$ cat src/hw/rtl/ihc_pkg.sv
`timescale 1ns / 1ps
// ----------------------------------------------------------------------------
// IPv4 header check package
// Shared item types, codes and constants of the IPv4 header check block.
// ----------------------------------------------------------------------------
package ihc_pkg;

    localparam int IP_HDR_BYTES = 20;
    localparam int FIFO_DEPTH   = 2;

    localparam logic [7:0]  VER_IHL_IPV4  = 8'h45;
    localparam logic [7:0]  FLAG_DF       = 8'h40;
    localparam logic [15:0] CSUM_GOOD     = 16'hFFFF;
    localparam logic [15:0] LEN_MAX       = 16'hFFFF;

    localparam logic [7:0] PROTO_ICMP = 8'd1;
    localparam logic [7:0] PROTO_TCP  = 8'd6;
    localparam logic [7:0] PROTO_UDP  = 8'd17;

    localparam logic [2:0] DROP_NONE     = 3'd0;
    localparam logic [2:0] DROP_HEADER   = 3'd1;
    localparam logic [2:0] DROP_LENGTH   = 3'd2;
    localparam logic [2:0] DROP_CHECKSUM = 3'd3;
    localparam logic [2:0] DROP_FRAGMENT = 3'd4;
    localparam logic [2:0] DROP_PROTOCOL = 3'd5;

    localparam logic [1:0] CLASS_ICMP  = 2'd0;
    localparam logic [1:0] CLASS_UDP   = 2'd1;
    localparam logic [1:0] CLASS_TCP   = 2'd2;
    localparam logic [1:0] CLASS_OTHER = 2'd3;

    typedef struct packed {
        logic [7:0] frame_byte;
        logic       last_byte;
    } in_item_t;

    typedef struct packed {
        logic        accepted;
        logic [2:0]  drop_reason;
        logic [1:0]  proto_class;
        logic [7:0]  protocol_number;
        logic [15:0] ip_total_length;
        logic [15:0] received_length;
        logic [31:0] source_address;
        logic [31:0] dest_address;
        logic [31:0] icmp_count;
    } out_item_t;

    typedef struct packed {
        logic [15:0] rx_length;
        logic [7:0]  ver_ihl;
        logic [15:0] total_length;
        logic [7:0]  flags_hi;
        logic [7:0]  frag_lo;
        logic [7:0]  protocol;
        logic [31:0] src_addr;
        logic [31:0] dst_addr;
        logic        csum_ok;
    } summary_t;

    typedef struct packed {
        logic full;
        logic empty;
    } fifo_status_t;

endpackage

$ cat src/hw/rtl/ihc_parse.sv
`timescale 1ns / 1ps
// ----------------------------------------------------------------------------
// IPv4 header parser
// Skips the MAC header, captures the IP header, sums its words and emits a
// frame summary on the last byte.
// ----------------------------------------------------------------------------
module ihc_parse #(
    parameter int MAC_HEADER_BYTES = 14
) (
    input  logic               clk,
    input  logic               rst_n,
    input  logic               push,
    input  ihc_pkg::in_item_t  request,
    input  logic               stall,
    output logic               accept,
    output logic               sum_valid,
    output ihc_pkg::summary_t  summary
);

    localparam int MAC_W = $clog2(MAC_HEADER_BYTES + 2);

    logic [MAC_W-1:0] mac_cnt_reg, mac_cnt_next;
    logic [15:0]      pos_reg, pos_next;
    logic [15:0]      csum_reg, csum_next;
    logic [7:0]       prev_reg, prev_next;
    logic [7:0]       hdr_reg  [ihc_pkg::IP_HDR_BYTES];
    logic [7:0]       hdr_next [ihc_pkg::IP_HDR_BYTES];
    logic             ip_byte;
    logic [16:0]      sum_wide;
    logic [15:0]      sum_fold;
    logic [15:0]      pos_inc;

    assign accept  = push && !stall;
    assign ip_byte = (mac_cnt_reg == MAC_W'(MAC_HEADER_BYTES));
    assign pos_inc = (pos_reg == ihc_pkg::LEN_MAX) ? pos_reg : pos_reg + 16'd1;
    assign sum_wide = {1'b0, csum_reg} + {1'b0, prev_reg, request.frame_byte};
    assign sum_fold = sum_wide[15:0] + {15'd0, sum_wide[16]};

    always_comb
    begin
        mac_cnt_next = mac_cnt_reg;
        pos_next     = pos_reg;
        csum_next    = csum_reg;
        prev_next    = prev_reg;
        for (int i = 0; i < ihc_pkg::IP_HDR_BYTES; i++)
        begin
            hdr_next[i] = hdr_reg[i];
        end
        if (!ip_byte)
        begin
            mac_cnt_next = mac_cnt_reg + MAC_W'(1);
        end
        else
        begin
            prev_next = request.frame_byte;
            pos_next  = pos_inc;
            for (int i = 0; i < ihc_pkg::IP_HDR_BYTES; i++)
            begin
                if (pos_reg == 16'(i))
                begin
                    hdr_next[i] = request.frame_byte;
                end
            end
            if (pos_reg < 16'(ihc_pkg::IP_HDR_BYTES) && pos_reg[0])
            begin
                csum_next = sum_fold;
            end
        end
    end

    always_comb
    begin
        summary.rx_length    = pos_next;
        summary.ver_ihl      = hdr_next[0];
        summary.total_length = {hdr_next[2], hdr_next[3]};
        summary.flags_hi     = hdr_next[6];
        summary.frag_lo      = hdr_next[7];
        summary.protocol     = hdr_next[9];
        summary.src_addr     = {hdr_next[12], hdr_next[13], hdr_next[14], hdr_next[15]};
        summary.dst_addr     = {hdr_next[16], hdr_next[17], hdr_next[18], hdr_next[19]};
        summary.csum_ok      = (csum_next == ihc_pkg::CSUM_GOOD);
    end

    assign sum_valid = accept && request.last_byte;

    always_ff @(posedge clk or negedge rst_n)
    begin
        if (!rst_n)
        begin
            mac_cnt_reg <= '0;
            pos_reg     <= '0;
            csum_reg    <= '0;
        end
        else if (accept)
        begin
            if (request.last_byte)
            begin
                mac_cnt_reg <= '0;
                pos_reg     <= '0;
                csum_reg    <= '0;
            end
            else
            begin
                mac_cnt_reg <= mac_cnt_next;
                pos_reg     <= pos_next;
                csum_reg    <= csum_next;
            end
        end
    end

    always_ff @(posedge clk)
    begin
        if (accept)
        begin
            prev_reg <= prev_next;
            for (int i = 0; i < ihc_pkg::IP_HDR_BYTES; i++)
            begin
                hdr_reg[i] <= hdr_next[i];
            end
        end
    end

endmodule

$ cat src/hw/rtl/ihc_fifo.sv
`timescale 1ns / 1ps
// ----------------------------------------------------------------------------
// Frame summary queue
// Short queue between the parser and the classifier.
// ----------------------------------------------------------------------------
module ihc_fifo (
    input  logic                   clk,
    input  logic                   rst_n,
    input  logic                   wr_en,
    input  ihc_pkg::summary_t      wr_data,
    input  logic                   rd_en,
    output ihc_pkg::summary_t      rd_data,
    output ihc_pkg::fifo_status_t  status
);

    localparam int PTR_W = $clog2(ihc_pkg::FIFO_DEPTH);
    localparam int CNT_W = $clog2(ihc_pkg::FIFO_DEPTH + 1);

    ihc_pkg::summary_t mem [ihc_pkg::FIFO_DEPTH];
    logic [PTR_W-1:0]  wr_ptr_reg, rd_ptr_reg;
    logic [CNT_W-1:0]  count_reg;
    logic              do_wr, do_rd;

    assign status.full  = (count_reg == CNT_W'(ihc_pkg::FIFO_DEPTH));
    assign status.empty = (count_reg == '0);
    assign do_wr        = wr_en && !status.full;
    assign do_rd        = rd_en && !status.empty;
    assign rd_data      = mem[rd_ptr_reg];

    always_ff @(posedge clk)
    begin
        if (do_wr)
        begin
            mem[wr_ptr_reg] <= wr_data;
        end
    end

    always_ff @(posedge clk or negedge rst_n)
    begin
        if (!rst_n)
        begin
            wr_ptr_reg <= '0;
            rd_ptr_reg <= '0;
            count_reg  <= '0;
        end
        else
        begin
            if (do_wr)
            begin
                wr_ptr_reg <= (wr_ptr_reg == PTR_W'(ihc_pkg::FIFO_DEPTH - 1)) ?
                              '0 : wr_ptr_reg + PTR_W'(1);
            end
            if (do_rd)
            begin
                rd_ptr_reg <= (rd_ptr_reg == PTR_W'(ihc_pkg::FIFO_DEPTH - 1)) ?
                              '0 : rd_ptr_reg + PTR_W'(1);
            end
            if (do_wr && !do_rd)
            begin
                count_reg <= count_reg + CNT_W'(1);
            end
            else if (do_rd && !do_wr)
            begin
                count_reg <= count_reg - CNT_W'(1);
            end
        end
    end

endmodule

$ cat src/hw/rtl/ihc_classify.sv
`timescale 1ns / 1ps
// ----------------------------------------------------------------------------
// IPv4 verdict and classifier
// Applies the header checks to a frame summary, classes the protocol, counts
// accepted ICMP packets and holds the result for transfer.
// ----------------------------------------------------------------------------
module ihc_classify (
    input  logic               clk,
    input  logic               rst_n,
    input  logic               sum_avail,
    input  ihc_pkg::summary_t  summary,
    output logic               sum_take,
    input  logic               pop,
    output logic               empty,
    output ihc_pkg::out_item_t result
);

    logic                res_valid_reg;
    ihc_pkg::out_item_t  res_reg, res_next;
    logic [31:0]         icmp_reg;
    logic                icmp_hit;

    always_comb
    begin
        res_next                 = '0;
        res_next.proto_class     = ihc_pkg::CLASS_OTHER;
        res_next.received_length = summary.rx_length;
        icmp_hit                 = 1'b0;
        if (!(summary.rx_length > 16'(ihc_pkg::IP_HDR_BYTES) &&
              summary.ver_ihl == ihc_pkg::VER_IHL_IPV4))
        begin
            res_next.drop_reason = ihc_pkg::DROP_HEADER;
        end
        else if (summary.total_length > summary.rx_length)
        begin
            res_next.drop_reason = ihc_pkg::DROP_LENGTH;
        end
        else
        begin
            res_next.ip_total_length = summary.total_length;
            if (!summary.csum_ok)
            begin
                res_next.drop_reason = ihc_pkg::DROP_CHECKSUM;
            end
            else if ((summary.flags_hi & ~ihc_pkg::FLAG_DF) != 8'd0 ||
                     summary.frag_lo != 8'd0)
            begin
                res_next.drop_reason = ihc_pkg::DROP_FRAGMENT;
            end
            else
            begin
                res_next.protocol_number = summary.protocol;
                res_next.source_address  = summary.src_addr;
                res_next.dest_address    = summary.dst_addr;
                res_next.accepted        = 1'b1;
                case (summary.protocol)
                    ihc_pkg::PROTO_ICMP:
                    begin
                        res_next.proto_class = ihc_pkg::CLASS_ICMP;
                        icmp_hit             = 1'b1;
                    end
                    ihc_pkg::PROTO_UDP:  res_next.proto_class = ihc_pkg::CLASS_UDP;
                    ihc_pkg::PROTO_TCP:  res_next.proto_class = ihc_pkg::CLASS_TCP;
                    default:
                    begin
                        res_next.accepted    = 1'b0;
                        res_next.drop_reason = ihc_pkg::DROP_PROTOCOL;
                    end
                endcase
            end
        end
        res_next.icmp_count = icmp_reg + {31'd0, icmp_hit};
    end

    assign sum_take = sum_avail && (!res_valid_reg || pop);
    assign empty    = !res_valid_reg;
    assign result   = res_reg;

    always_ff @(posedge clk or negedge rst_n)
    begin
        if (!rst_n)
        begin
            res_valid_reg <= 1'b0;
            icmp_reg      <= '0;
        end
        else
        begin
            if (sum_take)
            begin
                res_valid_reg <= 1'b1;
                icmp_reg      <= res_next.icmp_count;
            end
            else if (pop)
            begin
                res_valid_reg <= 1'b0;
            end
        end
    end

    always_ff @(posedge clk)
    begin
        if (sum_take)
        begin
            res_reg <= res_next;
        end
    end

endmodule

$ cat src/hw/rtl/ipv4_header_check_classify.sv
`timescale 1ns / 1ps
// ----------------------------------------------------------------------------
// IPv4 header check and classifier
// Takes one frame byte per transfer and, on the last byte of each frame,
// delivers one verdict with the header fields and the ICMP packet count.
// ----------------------------------------------------------------------------
// Throughput: one byte per cycle while full is low; the parser updates its
// counters and the running header sum as each byte is taken, and full is high
// only while both entries of the summary queue are waiting.
// A verdict is written into the summary queue on the transfer of the last byte
// and moves into the result register when that register is free or popped.
// Reset: asynchronous, active low; clears counters, sum, queue and result valid.
// ----------------------------------------------------------------------------
module ipv4_header_check_classify #(
    parameter int MAC_HEADER_BYTES = 14
) (
    input  logic               clk,
    input  logic               rst_n,
    input  logic               push,
    output logic               full,
    input  ihc_pkg::in_item_t  request,
    output logic               empty,
    input  logic               pop,
    output ihc_pkg::out_item_t result
);

    ihc_pkg::fifo_status_t fifo_stat;
    ihc_pkg::summary_t     wr_sum, rd_sum;
    logic                  accept, sum_valid, sum_take;

    assign full = fifo_stat.full;

    ihc_parse #(
        .MAC_HEADER_BYTES(MAC_HEADER_BYTES)
    ) u_parse (
        .clk       (clk),
        .rst_n     (rst_n),
        .push      (push),
        .request   (request),
        .stall     (fifo_stat.full),
        .accept    (accept),
        .sum_valid (sum_valid),
        .summary   (wr_sum)
    );

    ihc_fifo u_fifo (
        .clk     (clk),
        .rst_n   (rst_n),
        .wr_en   (sum_valid),
        .wr_data (wr_sum),
        .rd_en   (sum_take),
        .rd_data (rd_sum),
        .status  (fifo_stat)
    );

    ihc_classify u_classify (
        .clk       (clk),
        .rst_n     (rst_n),
        .sum_avail (!fifo_stat.empty),
        .summary   (rd_sum),
        .sum_take  (sum_take),
        .pop       (pop),
        .empty     (empty),
        .result    (result)
    );

    a_accept_clean: assert property (@(posedge clk) disable iff (!rst_n)
        (!empty && result.accepted) |->
            (result.drop_reason == ihc_pkg::DROP_NONE &&
             result.proto_class != ihc_pkg::CLASS_OTHER))
        else $error("accepted result carries a drop code or unknown class");

    a_drop_fixed: assert property (@(posedge clk) disable iff (!rst_n)
        (!empty && result.drop_reason != ihc_pkg::DROP_NONE &&
         result.drop_reason != ihc_pkg::DROP_PROTOCOL) |->
            (!result.accepted && result.proto_class == ihc_pkg::CLASS_OTHER &&
             result.protocol_number == 8'd0 && result.source_address == 32'd0 &&
             result.dest_address == 32'd0))
        else $error("header drop reports header data");

    a_queue_sane: assert property (@(posedge clk) disable iff (!rst_n)
        !(fifo_stat.full && fifo_stat.empty) && !(accept && fifo_stat.full))
        else $error("summary queue status inconsistent");

endmodule

$ cat config.mk
export PLATFORM = sky130hd
export DESIGN_NAME = ipv4_header_check_classify
export DESIGN_NICKNAME = d
export VERILOG_FILES = /design/src/hw/rtl/ihc_pkg.sv /design/src/hw/rtl/ihc_parse.sv /design/src/hw/rtl/ihc_fifo.sv /design/src/hw/rtl/ihc_classify.sv /design/src/hw/rtl/ipv4_header_check_classify.sv
export SDC_FILE = /design/constraint.sdc
export NUM_CORES = 1
export LEC_CHECK = 0
export BUFFER_PORTS_ARGS = -buffer_cell sky130_fd_sc_hd__buf_4
export CAP_MARGIN = 20
export CORE_MARGIN = 4
export CORE_UTILIZATION = 30
export CTS_CLUSTER_SIZE = 30
export DETAILED_ROUTE_END_ITERATION = 10
export PLACE_DENSITY_LB_ADDON = 0.15
export REMOVE_ABC_BUFFERS = 1
export SYNTH_ARGS = -nofsm -noshare
export SYNTH_HDL_FRONTEND = slang
export SYNTH_SLANG_ARGS = --single-unit
$ cat constraint.sdc
create_clock -name clk -period 10.5 [get_ports clk]
set_clock_uncertainty 0.05 [all_clocks]
set_input_delay 1.575 -clock clk [delete_from_list [all_inputs] [get_ports clk]]
set_output_delay 1.575 -clock clk [all_outputs]
set_load 0.005 [all_outputs]
==> insert_results.sql, run 1 <==
INSERT INTO impl_metrics (metric_group, metric, value, unit) VALUES
('floorplanning', 'floorplan.die_area', '85900', 'um^2'),
('power', 'cellInternalPower', '4.75', 'mW'),
('synthesis', 'synth_area', '24400', 'um^2'),
('placed_design', 'detailed_placement_hpwl', '34.7', 'mm'),
('drt', 'finalWirelength', '56.7', 'mm'),
('placed_design', 'gpl.final_weighted_congestion', '0.785', ''),
('placed_design', 'dpl_cell_area', '26800', 'um^2'),
('worst_setup_path', 'crit_path_start_kind', 'flop', ''),
('clock_network', 'numCtsBuffers', '66', ''),
('synthesis', 'synth-edff-count', '517', ''),
('cells_and_area', 'largest_reg_flops', '256', ''),
('timing', 'grt_setup_unrepaired', 'false', ''),
('worst_hold_path', 'hp-class', 'reg -> reg', ''),
('clock_network', 'ctsLongestPathBuffers', '3', ''),
('synthesis', 'synth_area_per_cell', '15.4', 'um^2'),
('synthesis', 'count_of_distinct_cell_types_in_the_synthesized_netlist', '65', ''),
('timing', 'maxClockFrequency', '124', 'MHz'),
('synthesis', 'ys_seq_area_frac', '0.712', ''),
('worst_hold_path', 'startpoint_of_the_lowest_slack_hold_path', 'u_classify.icmp_reg[0]', ''),
('timing', 'max_slew_margin', '0.295', ''),
('floorplanning', 'top_level_ports', '157', ''),
('placed_design', 'port_buffers', '156', ''),
('timing', 'finalHoldViolations', '0', ''),
('power', 'sequential_share_of_power', '0.489', ''),
('synthesis', 'ys_seq_elements', '590', ''),
('cells_and_area', 'relative_area_change_from_synthesis_to_final_layout', '18.1', '%'),
('power', 'leakage', '9.91', 'nW'),
('synthesis', 'yosys_most_used_dff', 'sky130_fd_sc_hd__edfxtp_1', ''),
('global_routing', 'antenna_found_initial', '1', ''),
('power', 'part_of_the_power_in_the_clock_network', '0.326', ''),
('worst_setup_path', 'worstSetupStartpoint', 'u_fifo.rd_ptr_reg', ''),
('clock_network', 'htree_num_levels', '3', ''),
('clock_network', 'clkTransAtPathRegs', '60', 'ps'),
('worst_setup_path', 'crit-reg2reg-launch', 'u_fifo.rd_ptr_reg', ''),
('clock_network', 'clock_tree.root_cell', 'sky130_fd_sc_hd__clkbuf_16', ''),
('worst_setup_path', 'timing.critical_path.to_type', 'flop', ''),
('drt', 'detail_route.iter0.violations', '992', ''),
('power', 'finalPower', '6.56', 'mW'),
('clock_network', 'tritoncts_num_sinks', '590', ''),
('cells_and_area', 'final_net_count', '1812', ''),
('timing', 'timing.setup.tns', '0', 'ps'),
('drt', 'route.detailed.vias_per_inst', '4.66', ''),
('drt', 'drtPass1Iterations', '5', ''),
('floorplanning', 'initial_core_util', '0.303', ''),
('status', 'status', 'complete, no violations', ''),
('cells_and_area', 'n_fill_cell', '7699', ''),
('timing', 'fin_crit', '8090', 'ps'),
('worst_setup_path', 'criticalPathCategory', 'reg -> reg', ''),
('floorplanning', 'die_h', '293', 'um'),
('drt', 'antenna_left', '0', ''),
('drt', 'post_drt_wl_per_cell', '19.8', 'um'),
('floorplanning', 'std_cell_rows', '104', ''),
('worst_setup_path', 'timing.critical_path.required', '10940', 'ps'),
('cells_and_area', 'post_route_cells_drive_above_1_share', '0.225', ''),
('drt', 'vias', '13300', ''),
('cells_and_area', 'finish.instance_area', '28800', 'um^2'),
('clock_network', 'post_cts.repair.setup_buffers', '0', ''),
('synthesis', 'asyncSetResetFlopFracSynth', '0.124', ''),
('global_routing', 'grt_pass1_wl', '86.2', 'mm'),
('floorplanning', 'fp.coreArea', '80500', 'um^2'),
('power', 'vdd_ir_drop_max', '0.0948', 'mV'),
('timing', 'timing.final.setup_violations', '0', ''),
('power', 'power.switching_fraction', '0.275', ''),
('global_routing', 'remaining_global_route_overflow', '0', ''),
('synthesis', 'post_synth_inst_count', '1580', ''),
('worst_setup_path', 'ff2ff_path_depth', '21', ''),
('power', 'powerDensity', '228', 'nW/um^2'),
('run', 'drv_cap', '0', ''),
('drt', 'drc_errors_left', '0', ''),
('worst_setup_path', 'arrival', '8530', 'ps'),
('clock_network', 'clock_latency_at_the_later_pin_of_the_worst_skew_pair', '600', 'ps');
## cells by family (layout without fill, tap and decap cells)
kind of cell	after synthesis	in the layout	synth area share
fa+ha+maj	44	44	0.0229
simple gates	388	388	0.0798
buf+inv	100	321	0.0155
compound gates	143	143	0.0378
other cells	0	1	0
flops	590	590	0.712
mux	219	219	0.0966
xor+xnor	96	96	0.0354
## path summary, 6_finish.rpt
path,end,slack (ps)
max in group asynchronous,u_parse.mac_cnt_reg[2],8490
worst min-delay path,u_classify.icmp_reg[0],440
worst min register to register,u_classify.icmp_reg[0],440
worst max register to register,u_classify.icmp_reg[31],2410
worst max-delay path,u_classify.icmp_reg[31],2410
min in group asynchronous,u_classify.icmp_reg[19],820
## placed cells by master (no fill, tap or decap), drive strengths merged, types with 7 or more instances in the layout
| cell type | n |
|---|---|
| nor2b | 26 |
| xnor2 | 58 |
| o21a | 13 |
| nand3 | 26 |
| inv | 38 |
| xor2 | 37 |
| a21o | 8 |
| edfxtp | 517 |
| a21oi | 26 |
| mux2 | 130 |
| nand2 | 93 |
| o21ai | 51 |
| clkbuf | 88 |
| and2 | 9 |
| mux2i | 89 |
| o31ai | 7 |
| a22o | 9 |
| nor4 | 16 |
| nor2 | 117 |
| nand4 | 21 |
| and3 | 24 |
| buf | 171 |
| dfrtp | 73 |
| nor3 | 16 |
| clkinv | 23 |
| ha | 43 |
## power by group through the flow
| stage | Sequential, mW | Combinational, mW | Clock (mW) |
|---|---|---|---|
| finish | 3.21 | 1.21 | 2.14 |
| global route | 3.25 | 1.33 | 2.32 |
| CTS | 3.22 | 1.26 | 2.22 |
| detailed placement | 3.27 | 1.26 | 0 |
| global placement | 3.26 | 1.25 | 0 |
| floorplan | 3.32 | 0.590 | 0 |
## Yosys cell counts (4+ instances only)
cell                       count  share of area
sky130_fd_sc_hd__edfxtp_1    517           0.64
sky130_fd_sc_hd__mux2_2      130          0.060
sky130_fd_sc_hd__nor2_1      117          0.018
sky130_fd_sc_hd__nand2_1      93          0.014
sky130_fd_sc_hd__mux2i_1      89          0.037
sky130_fd_sc_hd__dfrtp_1      73          0.075
sky130_fd_sc_hd__clkbuf_1     59         0.0091
sky130_fd_sc_hd__xnor2_1      57          0.020
sky130_fd_sc_hd__o21ai_0      48         0.0099
sky130_fd_sc_hd__ha_1         43          0.022
sky130_fd_sc_hd__xor2_1       37          0.013
sky130_fd_sc_hd__inv_1        34         0.0052
sky130_fd_sc_hd__a21oi_1      26         0.0053
sky130_fd_sc_hd__nand3_1      26         0.0053
sky130_fd_sc_hd__nor2b_1      25         0.0064
sky130_fd_sc_hd__and3_1       24         0.0062
sky130_fd_sc_hd__nand4_1      20         0.0051
sky130_fd_sc_hd__nor3_1       15         0.0031
sky130_fd_sc_hd__nor4_1       15         0.0039
sky130_fd_sc_hd__o21a_1       13         0.0040
sky130_fd_sc_hd__a22o_1        9         0.0032
sky130_fd_sc_hd__a21o_1        8         0.0025
sky130_fd_sc_hd__and2_1        8         0.0021
sky130_fd_sc_hd__o31ai_1       7         0.0022
sky130_fd_sc_hd__a31oi_1       6         0.0015
sky130_fd_sc_hd__nand2b_1      6         0.0015
sky130_fd_sc_hd__or3_1         6         0.0015
sky130_fd_sc_hd__and4_1        5         0.0018
sky130_fd_sc_hd__a211oi_1      4         0.0012
sky130_fd_sc_hd__a22oi_1       4         0.0012
sky130_fd_sc_hd__buf_1         4        0.00062
sky130_fd_sc_hd__nor4b_1       4         0.0014
sky130_fd_sc_hd__or2_2         4         0.0010
## stage by stage
step / setup slack (ps) / utilization / cells
after detailed placement: 2300 / 0.332 / 2747
after global routing: 1710 / 0.357 / 2861
after global placement: 2420 / 0.332 / 2746
after floorplan: 353 / - / 1516
final: 2410 / 0.357 / 2862
after CTS: 2260 / 0.357 / 2861
## layer usage
metal  share of wire  vias to the layer above  global-route usage
met1            0.44                     6769               0.166
met5               0                        -                   0
met3           0.039                       78              0.0251
li1                -                     6257                   -
met2            0.50                      225               0.227
met4           0.019                        0              0.0366
## cell type report
type,count,area (um^2),area share
diodes,1,2.50,0.0000870
clock buffers,88,1790,0.0620
clock inverters,26,209,0.00726
inverters,36,143,0.00496
multi-input cells,890,6660,0.231
flip-flops and latches,590,17400,0.603
well taps,1060,1330,0.0461
repair buffers,171,1300,0.0450
## worst max-delay path, cell delays in order (launching register included)
cell	delay [ps]
sky130_fd_sc_hd__dfrtp_4	840
sky130_fd_sc_hd__buf_4	610
sky130_fd_sc_hd__mux2_2	420
sky130_fd_sc_hd__ha_1	310
sky130_fd_sc_hd__o21a_1	110
sky130_fd_sc_hd__o21a_1	160
sky130_fd_sc_hd__o21a_1	160
sky130_fd_sc_hd__o2111ai_1	200
sky130_fd_sc_hd__nand3b_1	630
sky130_fd_sc_hd__or3_2	670
sky130_fd_sc_hd__buf_4	400
sky130_fd_sc_hd__nor3_1	320
sky130_fd_sc_hd__ha_1	240
sky130_fd_sc_hd__and3_1	190
sky130_fd_sc_hd__and4_1	270
sky130_fd_sc_hd__nand4_1	180
sky130_fd_sc_hd__or2_2	380
sky130_fd_sc_hd__nor4_1	680
sky130_fd_sc_hd__and4_1	350
sky130_fd_sc_hd__nand3_1	210
sky130_fd_sc_hd__or3_1	420
sky130_fd_sc_hd__xnor2_1	130
(Power assumes the default switching activity.)
==> inputs of run 2 (changes only) <==
--- a/config.mk
+++ b/config.mk
@@ -5,6 +5,7 @@
 export SDC_FILE = /design/constraint.sdc
 export NUM_CORES = 1
 export LEC_CHECK = 0
+export ABC_AREA = 1
 export BUFFER_PORTS_ARGS = -buffer_cell sky130_fd_sc_hd__buf_4
 export CAP_MARGIN = 20
 export CORE_MARGIN = 4
==> constraint.sdc (replaced) <==
create_clock -name clk -period 6.8 [get_ports clk]
set_clock_uncertainty 0.05 [all_clocks]
set_input_delay 1.02 -clock clk [delete_from_list [all_inputs] [get_ports clk]]
set_output_delay 1.02 -clock clk [all_outputs]
set_load 0.005 [all_outputs]
==> insert_results.sql, run 2 <==
INSERT INTO impl_metrics (metric_group, metric, value, unit) VALUES
('power', 'powerDensity', '380', 'nW/um^2'),
('drt', 'vias', '15300', ''),
('clock_network', 'clock_latency_at_the_later_pin_of_the_worst_skew_pair', '620', 'ps'),
('status', 'status', 'complete, no violations', ''),
('worst_setup_path', 'arrival', '5960', 'ps'),
('cells_and_area', 'relative_area_change_from_synthesis_to_final_layout', '18.9', '%'),
('timing', 'max_slew_margin', '0.284', ''),
('worst_setup_path', 'timing.critical_path.slowest_stage_cell', 'sky130_fd_sc_hd__buf_4', ''),
('synthesis', 'ys_seq_area_frac', '0.694', ''),
('clock_network', 'tritoncts_num_sinks', '590', ''),
('worst_setup_path', 'criticalPathCategory', 'reg -> reg', ''),
('placed_design', 'pre_cts_ws', '1270', 'ps'),
('placed_design', 'port_buffers', '156', ''),
('global_routing', 'groute.layer.met3.usage', '0.0229', ''),
('cells_and_area', 'leading_cell_type_in_the_layout_fill_and_taps_excluded', 'sky130_fd_sc_hd__edfxtp_1', ''),
('floorplanning', 'floorplan.die_area', '88000', 'um^2'),
('cells_and_area', 'finish.instance_area', '29700', 'um^2'),
('drt', 'drc_errors_left', '0', ''),
('worst_setup_path', 'critPathMostFrequentCell', 'sky130_fd_sc_hd__nand2_1', ''),
('cells_and_area', 'inserted_diodes', '0', ''),
('drt', 'route.detailed.vias_per_inst', '4.53', ''),
('worst_hold_path', 'hp-class', 'in -> async', ''),
('clock_network', 'htree_num_levels', '3', ''),
('clock_network', 'clock_tree_from_tritoncts', 'done', ''),
('power', 'finalPower', '11.3', 'mW'),
('worst_setup_path', 'crit_path_start_kind', 'flop', ''),
('synthesis', 'synth_area_per_cell', '12.1', 'um^2'),
('timing', 'finalHoldViolations', '0', ''),
('synthesis', 'count_of_distinct_cell_types_in_the_synthesized_netlist', '44', ''),
('synthesis', 'yosys_warnings', '0', ''),
('drt', 'antenna_left', '0', ''),
('synthesis', 'synth-edff-count', '517', ''),
('timing', 'timing.hold.ws', '224', 'ps'),
('cells_and_area', 'largest_reg_flops', '256', ''),
('clock_network', 'post_cts.repair.setup_buffers', '0', ''),
('floorplanning', 'dieWidth', '297', 'um'),
('drt', 'post_drt_wl_per_cell', '18.4', 'um'),
('synthesis', 'asyncSetResetFlopFracSynth', '0.124', ''),
('synthesis', 'post_synth_inst_count', '2071', ''),
('worst_setup_path', 'timing.critical_path.to_type', 'flop', ''),
('global_routing', 'grt_start_max_net_pins', '150', ''),
('clock_network', 'numCtsBuffers', '69', ''),
('synthesis', 'yosysTopAreaCell', 'sky130_fd_sc_hd__edfxtp_1', ''),
('global_routing', 'grt_pass1_wl', '94.0', 'mm'),
('drt', 'finalWirelength', '62.2', 'mm'),
('cells_and_area', 'final_net_count', '2318', ''),
('timing', 'grt_setup_unrepaired', 'false', ''),
('timing', 'timing.final.setup_violations', '0', ''),
('placed_design', 'gpl.final_weighted_congestion', '0.827', ''),
('cells_and_area', 'final_cell_mix', 'sky130_fd_sc_hd__edfxtp_1 (517), sky130_fd_sc_hd__nand2_1 (435), sky130_fd_sc_hd__inv_1 (282)', ''),
('global_routing', 'remaining_global_route_overflow', '0', ''),
('floorplanning', 'top_level_ports', '157', ''),
('worst_setup_path', 'path_max_fanout', '71', ''),
('floorplanning', 'fp.coreArea', '82400', 'um^2'),
('clock_network', 'clock_tree.root_cell', 'sky130_fd_sc_hd__clkbuf_16', ''),
('placed_design', 'dpl_cell_area', '27500', 'um^2'),
('global_routing', 'first_global_vias', '15600', ''),
('synthesis', 'synth_top_cells_by_area', 'sky130_fd_sc_hd__edfxtp_1 (62%), sky130_fd_sc_hd__dfrtp_1 (7.3%), sky130_fd_sc_hd__nand2_1 (6.5%)', ''),
('clock_network', 'cts-hold-fix-buffers', '0', ''),
('timing', 'drv_slew', '0', ''),
('cells_and_area', 'post_route_cells_drive_above_1_share', '0.134', ''),
('worst_setup_path', 'timing.critical_path.required', '7290', 'ps'),
('synthesis', 'synth_top_cell_area_share', '0.621', ''),
('worst_setup_path', 'critical-path-max-stage-delay', '780', 'ps'),
('timing', 'final.setup.worst_slack', '1330', 'ps'),
('clock_network', 'ctsResizeCount', '0', ''),
('synthesis', 'synth_commonest_cells', 'sky130_fd_sc_hd__edfxtp_1 (517), sky130_fd_sc_hd__nand2_1 (435), sky130_fd_sc_hd__inv_1 (283), sky130_fd_sc_hd__mux2i_1 (117), sky130_fd_sc_hd__nor2_1 (110)', ''),
('timing', 'fin_crit', '5470', 'ps'),
('placed_design', 'detailed_placement_hpwl', '38.3', 'mm'),
('run', 'drv_cap', '0', ''),
('drt', 'drtPass1Iterations', '6', ''),
('synthesis', 'ys_seq_elements', '590', ''),
('floorplanning', 'initial_core_util', '0.303', ''),
('floorplanning', 'die_h', '297', 'um'),
('global_routing', 'grt_usage', '0.141', ''),
('timing', 'worst_pin_slew', '1070', 'ps'),
('global_routing', 'grt_util_met2', '0.234', ''),
('synthesis', 'post-synth-top-count-cell', 'sky130_fd_sc_hd__edfxtp_1', ''),
('global_routing', 'antenna_found_initial', '0', ''),
('floorplanning', 'std_cell_rows', '105', ''),
('synthesis', 'synth_area', '25000', 'um^2'),
('global_routing', 'grtUsageMet1', '0.192', ''),
('global_routing', 'global_route.peak_usage_layer', 'met2', ''),
('timing', 'layout_worst_path_cycle_share', '0.804', ''),
('power', 'leakage', '12.6', 'nW'),
('drt', 'detail_route.iter0.violations', '1017', ''),
('synthesis', 'yosys_most_used_dff', 'sky130_fd_sc_hd__edfxtp_1', ''),
('power', 'vdd_ir_drop_max', '0.226', 'mV'),
('clock_network', 'ctsLongestPathBuffers', '3', ''),
('timing', 'maxClockFrequency', '183', 'MHz'),
('clock_network', 'clkTransAtPathRegs', '60', 'ps');
run 2: cell count changes after synthesis, sizes merged, moves of 24 or more:
cell / change
mux2: -130
a21oi: +69
and3: -24
xnor2: -56
mux2i: +28
nand2: +343
nor2b: -26
o21ai: +32
inv: +250
nand3: +37
or2: +29
run 2: worst max-delay path: cells and delay by family (launching register included):
kind / cells / cell delay (ps)
XOR/XNOR: 1 / 190
flip-flops: 1 / 480
AND/OR/NAND/NOR: 15 / 1670
buffers and inverters: 2 / 860
AO/OA/AOI/OAI: 7 / 1380
adder cells (fa/ha/maj): 3 / 730
run 2: per-stage QoR:
stage / cells / setup TNS, ps / util
2_1_floorplan: 2016 / -908080 / -
3_3_place_gp: 3259 / 0 / 0.334
3_5_place_dp: 3259 / 0 / 0.334
4_1_cts: 3382 / 0 / 0.361
5_1_grt: 3383 / 0 / 0.361
6_report: 3383 / 0 / 0.361
run 2: logic make-up (layout without fill, tap and decap cells):
| family | count (synthesis) | count (layout) | synth area share |
|---|---|---|---|
| and+or+nand+nor | 719 | 719 | 0.122 |
| DFF | 590 | 590 | 0.694 |
| buffers and inverters | 342 | 584 | 0.0523 |
| AOI/OAI and AO/OA | 210 | 210 | 0.0448 |
| muxes | 117 | 117 | 0.0469 |
| xor gates and xnor gates | 49 | 49 | 0.0172 |
| adders and majority gates | 44 | 44 | 0.0223 |
run 2: final timing paths:
| check | slack, ps | start | cells past startpoint | end |
|---|---|---|---|---|
| hold / removal | 220 | rst_n | 1 | u_classify.icmp_reg[22] |
| hold reg to reg | 420 | u_parse.mac_cnt_reg[3] | 1 | u_parse.mac_cnt_reg[3] |
| max in group asynchronous | 5260 | rst_n | 2 | u_fifo.rd_ptr_reg |
| setup / recovery | 1330 | u_fifo.rd_ptr_reg | 28 | u_classify.icmp_reg[30] |
| setup reg to reg | 1330 | u_fifo.rd_ptr_reg | 28 | u_classify.icmp_reg[30] |
| min in group clk | 420 | u_parse.mac_cnt_reg[3] | 1 | u_parse.mac_cnt_reg[3] |
run 2: layout make-up:
cell class	count	area, um^2
inverters	287	1080
repair buffers	174	1360
clock inverters	35	420
well taps	1070	1340
fillers	8004	52700
clock buffers	88	1810
multi-input cells	1139	6360
flip-flops and latches	590	17400
run 2: where the power goes:
part / leakage, nW / switching (mW) / internal [mW]
Sequential: 5.93 / 0.262 / 5.04
Clock: 1.08 / 1.52 / 2.10
Combinational: 5.56 / 1.54 / 0.808
run 2: metal layers:
layer  part of all wire  up-vias
met5                  0        -
met4              0.017        0
met3              0.044       74
met2               0.47      298
met1               0.46     7499
li1                   -     7464
==> inputs of run 3 (changes only) <==
==> constraint.sdc (replaced) <==
create_clock -name clk -period 5.5 [get_ports clk]
set_clock_uncertainty 0.05 [all_clocks]
set_input_delay 0.825 -clock clk [delete_from_list [all_inputs] [get_ports clk]]
set_output_delay 0.825 -clock clk [all_outputs]
set_load 0.005 [all_outputs]
==> insert_results.sql, run 3 (synthesized netlist as in run 2, its figures left out) <==
INSERT INTO impl_metrics (metric_group, metric, value, unit) VALUES
('timing', 'final.setup.worst_slack', '526', 'ps'),
('timing', 'fin_crit', '4970', 'ps'),
('worst_setup_path', 'criticalPathCategory', 'reg -> reg', ''),
('power', 'vdd_ir_drop_max', '0.200', 'mV'),
('floorplanning', 'floorplan.die_area', '88000', 'um^2'),
('clock_network', 'ctsResizeCount', '0', ''),
('power', 'part_of_the_power_in_the_clock_network', '0.320', ''),
('global_routing', 'grt_usage', '0.144', ''),
('floorplanning', 'initial_core_util', '0.303', ''),
('status', 'status', 'complete, no violations', ''),
('power', 'sequential_share_of_power', '0.467', ''),
('placed_design', 'detailed_placement_hpwl', '41.1', 'mm'),
('worst_setup_path', 'path_max_fanout', '27', ''),
('clock_network', 'htree_num_levels', '3', ''),
('worst_setup_path', 'crit-reg2reg-launch', 'u_fifo.rd_ptr_reg', ''),
('placed_design', 'dpl_cell_area', '27700', 'um^2'),
('placed_design', 'gpl.final_weighted_congestion', '0.842', ''),
('cells_and_area', 'largest_reg_flops', '256', ''),
('timing', 'max_slew_margin', '0.383', ''),
('cells_and_area', 'final_net_count', '2340', ''),
('clock_network', 'clock_latency_at_the_later_pin_of_the_worst_skew_pair', '600', 'ps'),
('worst_setup_path', 'crit_path_start_kind', 'flop', ''),
('drt', 'detail_route.iter0.violations', '990', ''),
('floorplanning', 'die_h', '297', 'um'),
('placed_design', 'pre_cts_ws', '542', 'ps'),
('floorplanning', 'std_cell_rows', '105', ''),
('power', 'powerDensity', '469', 'nW/um^2'),
('power', 'cellInternalPower', '9.94', 'mW'),
('drt', 'route.detailed.vias_per_inst', '4.54', ''),
('placed_design', 'port_buffers', '156', ''),
('drt', 'drc_errors_left', '0', ''),
('power', 'leakage', '12.7', 'nW'),
('cells_and_area', 'leading_cell_type_in_the_layout_fill_and_taps_excluded', 'sky130_fd_sc_hd__edfxtp_1', ''),
('timing', 'finalHoldViolations', '0', ''),
('timing', 'grt_setup_unrepaired', 'false', ''),
('clock_network', 'clock_tree.root_cell', 'sky130_fd_sc_hd__clkbuf_16', ''),
('worst_setup_path', 'critical-path-max-stage-delay', '460', 'ps'),
('drt', 'post_drt_wl_per_cell', '18.6', 'um'),
('timing', 'worst_pin_slew', '924', 'ps'),
('power', 'p_switching', '4.11', 'mW'),
('floorplanning', 'top_level_ports', '157', ''),
('cells_and_area', 'inserted_diodes', '0', ''),
('clock_network', 'clkTransAtPathRegs', '60', 'ps'),
('clock_network', 'post_cts.repair.setup_buffers', '0', ''),
('cells_and_area', 'post_route_cells_drive_above_1_share', '0.142', ''),
('floorplanning', 'dieWidth', '297', 'um'),
('power', 'power.switching_fraction', '0.292', ''),
('run', 'drv_cap', '0', ''),
('worst_setup_path', 'timing.critical_path.required', '5980', 'ps'),
('worst_setup_path', 'crit_buf_inv', '4', ''),
('clock_network', 'numCtsBuffers', '68', ''),
('worst_setup_path', 'worstSetupStartpoint', 'u_fifo.rd_ptr_reg', ''),
('worst_setup_path', 'timing.critical_path.slowest_stage_cell', 'sky130_fd_sc_hd__dfrtp_4', ''),
('timing', 'drv_slew', '0', ''),
('worst_hold_path', 'hp-class', 'in -> async', ''),
('timing', 'maxClockFrequency', '201', 'MHz'),
('worst_setup_path', 'critPathMostFrequentCell', 'sky130_fd_sc_hd__nor2_1', ''),
('clock_network', 'tritoncts_num_sinks', '590', ''),
('timing', 'layout_worst_path_cycle_share', '0.904', ''),
('clock_network', 'clock_tree_from_tritoncts', 'done', ''),
('drt', 'vias', '15500', ''),
('global_routing', 'first_global_vias', '15700', ''),
('worst_setup_path', 'worst_path_dominant_cell_family', 'simple AND/OR/NAND/NOR gates', ''),
('timing', 'timing.final.setup_violations', '0', ''),
('drt', 'antenna_left', '0', ''),
('power', 'finalPower', '14.0', 'mW'),
('worst_setup_path', 'arrival', '5450', 'ps'),
('global_routing', 'grt_start_max_net_pins', '78', ''),
('floorplanning', 'fp.coreArea', '82400', 'um^2'),
('cells_and_area', 'final_cell_mix', 'sky130_fd_sc_hd__edfxtp_1 (517), sky130_fd_sc_hd__nand2_1 (435), sky130_fd_sc_hd__inv_1 (282)', ''),
('clock_network', 'ctsLongestPathBuffers', '3', ''),
('global_routing', 'remaining_global_route_overflow', '0', ''),
('cells_and_area', 'relative_area_change_from_synthesis_to_final_layout', '19.8', '%'),
('clock_network', 'cts-hold-fix-buffers', '0', ''),
('drt', 'finalWirelength', '63.4', 'mm'),
('worst_setup_path', 'timing.critical_path.to_type', 'flop', ''),
('drt', 'drtPass1Iterations', '5', ''),
('global_routing', 'antenna_found_initial', '0', ''),
('power', 'p_comb_frac', '0.213', ''),
('global_routing', 'grt_pass1_wl', '95.4', 'mm'),
('cells_and_area', 'finish.instance_area', '29900', 'um^2');
run 3: area by class of cell:
cell class	instances	area [um^2]
clock buffers	86	1800
clock inverters	36	414
repair buffers	197	1590
fillers	8010	52400
multi-input cells	1139	6360
well taps	1070	1340
flip-flops and latches	590	17400
inverters	287	1080
run 3: path summary, 6_finish.rpt:
kind / endpoint / slack (ps) / depth (start not counted)
setup / recovery: u_classify.icmp_reg[30] / 530 / 30
hold / removal: u_classify.icmp_reg[31] / 170 / 1
setup reg to reg: u_classify.icmp_reg[30] / 530 / 30
hold reg to reg: u_parse.mac_cnt_reg[3] / 420 / 1
max in group asynchronous: u_fifo.rd_ptr_reg / 4230 / 2
min in group clk: u_classify.res_valid_reg / 370 / 2
run 3: layer usage:
metal	vias up	GRT usage	wire, um
li1	7504	-	-
met1	7585	0.191	29100
met2	291	0.243	30500
met3	83	0.0257	2730
met4	0	0.0386	1160
met5	-	0	0
run 3: power by group through the flow:
stage / combinational (mW) / clock (mW) / sequential (mW)
final: 2.99 / 4.49 / 6.55
after CTS: 3.08 / 4.66 / 6.58
after global routing: 3.37 / 4.86 / 6.65
after detailed placement: 3.08 / 0 / 6.66
after floorplan: 1.40 / 0 / 6.79
after global placement: 3.04 / 0 / 6.65
run 3: through the flow:
stage | hold slack (ps) | instances | utilization | TNS, ps
5_1_grt | 199 | 3405 | 0.364 | 0
2_1_floorplan | 384 | 2016 | - | -1458560
3_3_place_gp | 412 | 3282 | 0.337 | 0
3_5_place_dp | 415 | 3282 | 0.337 | 0
6_report | 172 | 3405 | 0.364 | 0
4_1_cts | 161 | 3404 | 0.363 | 0
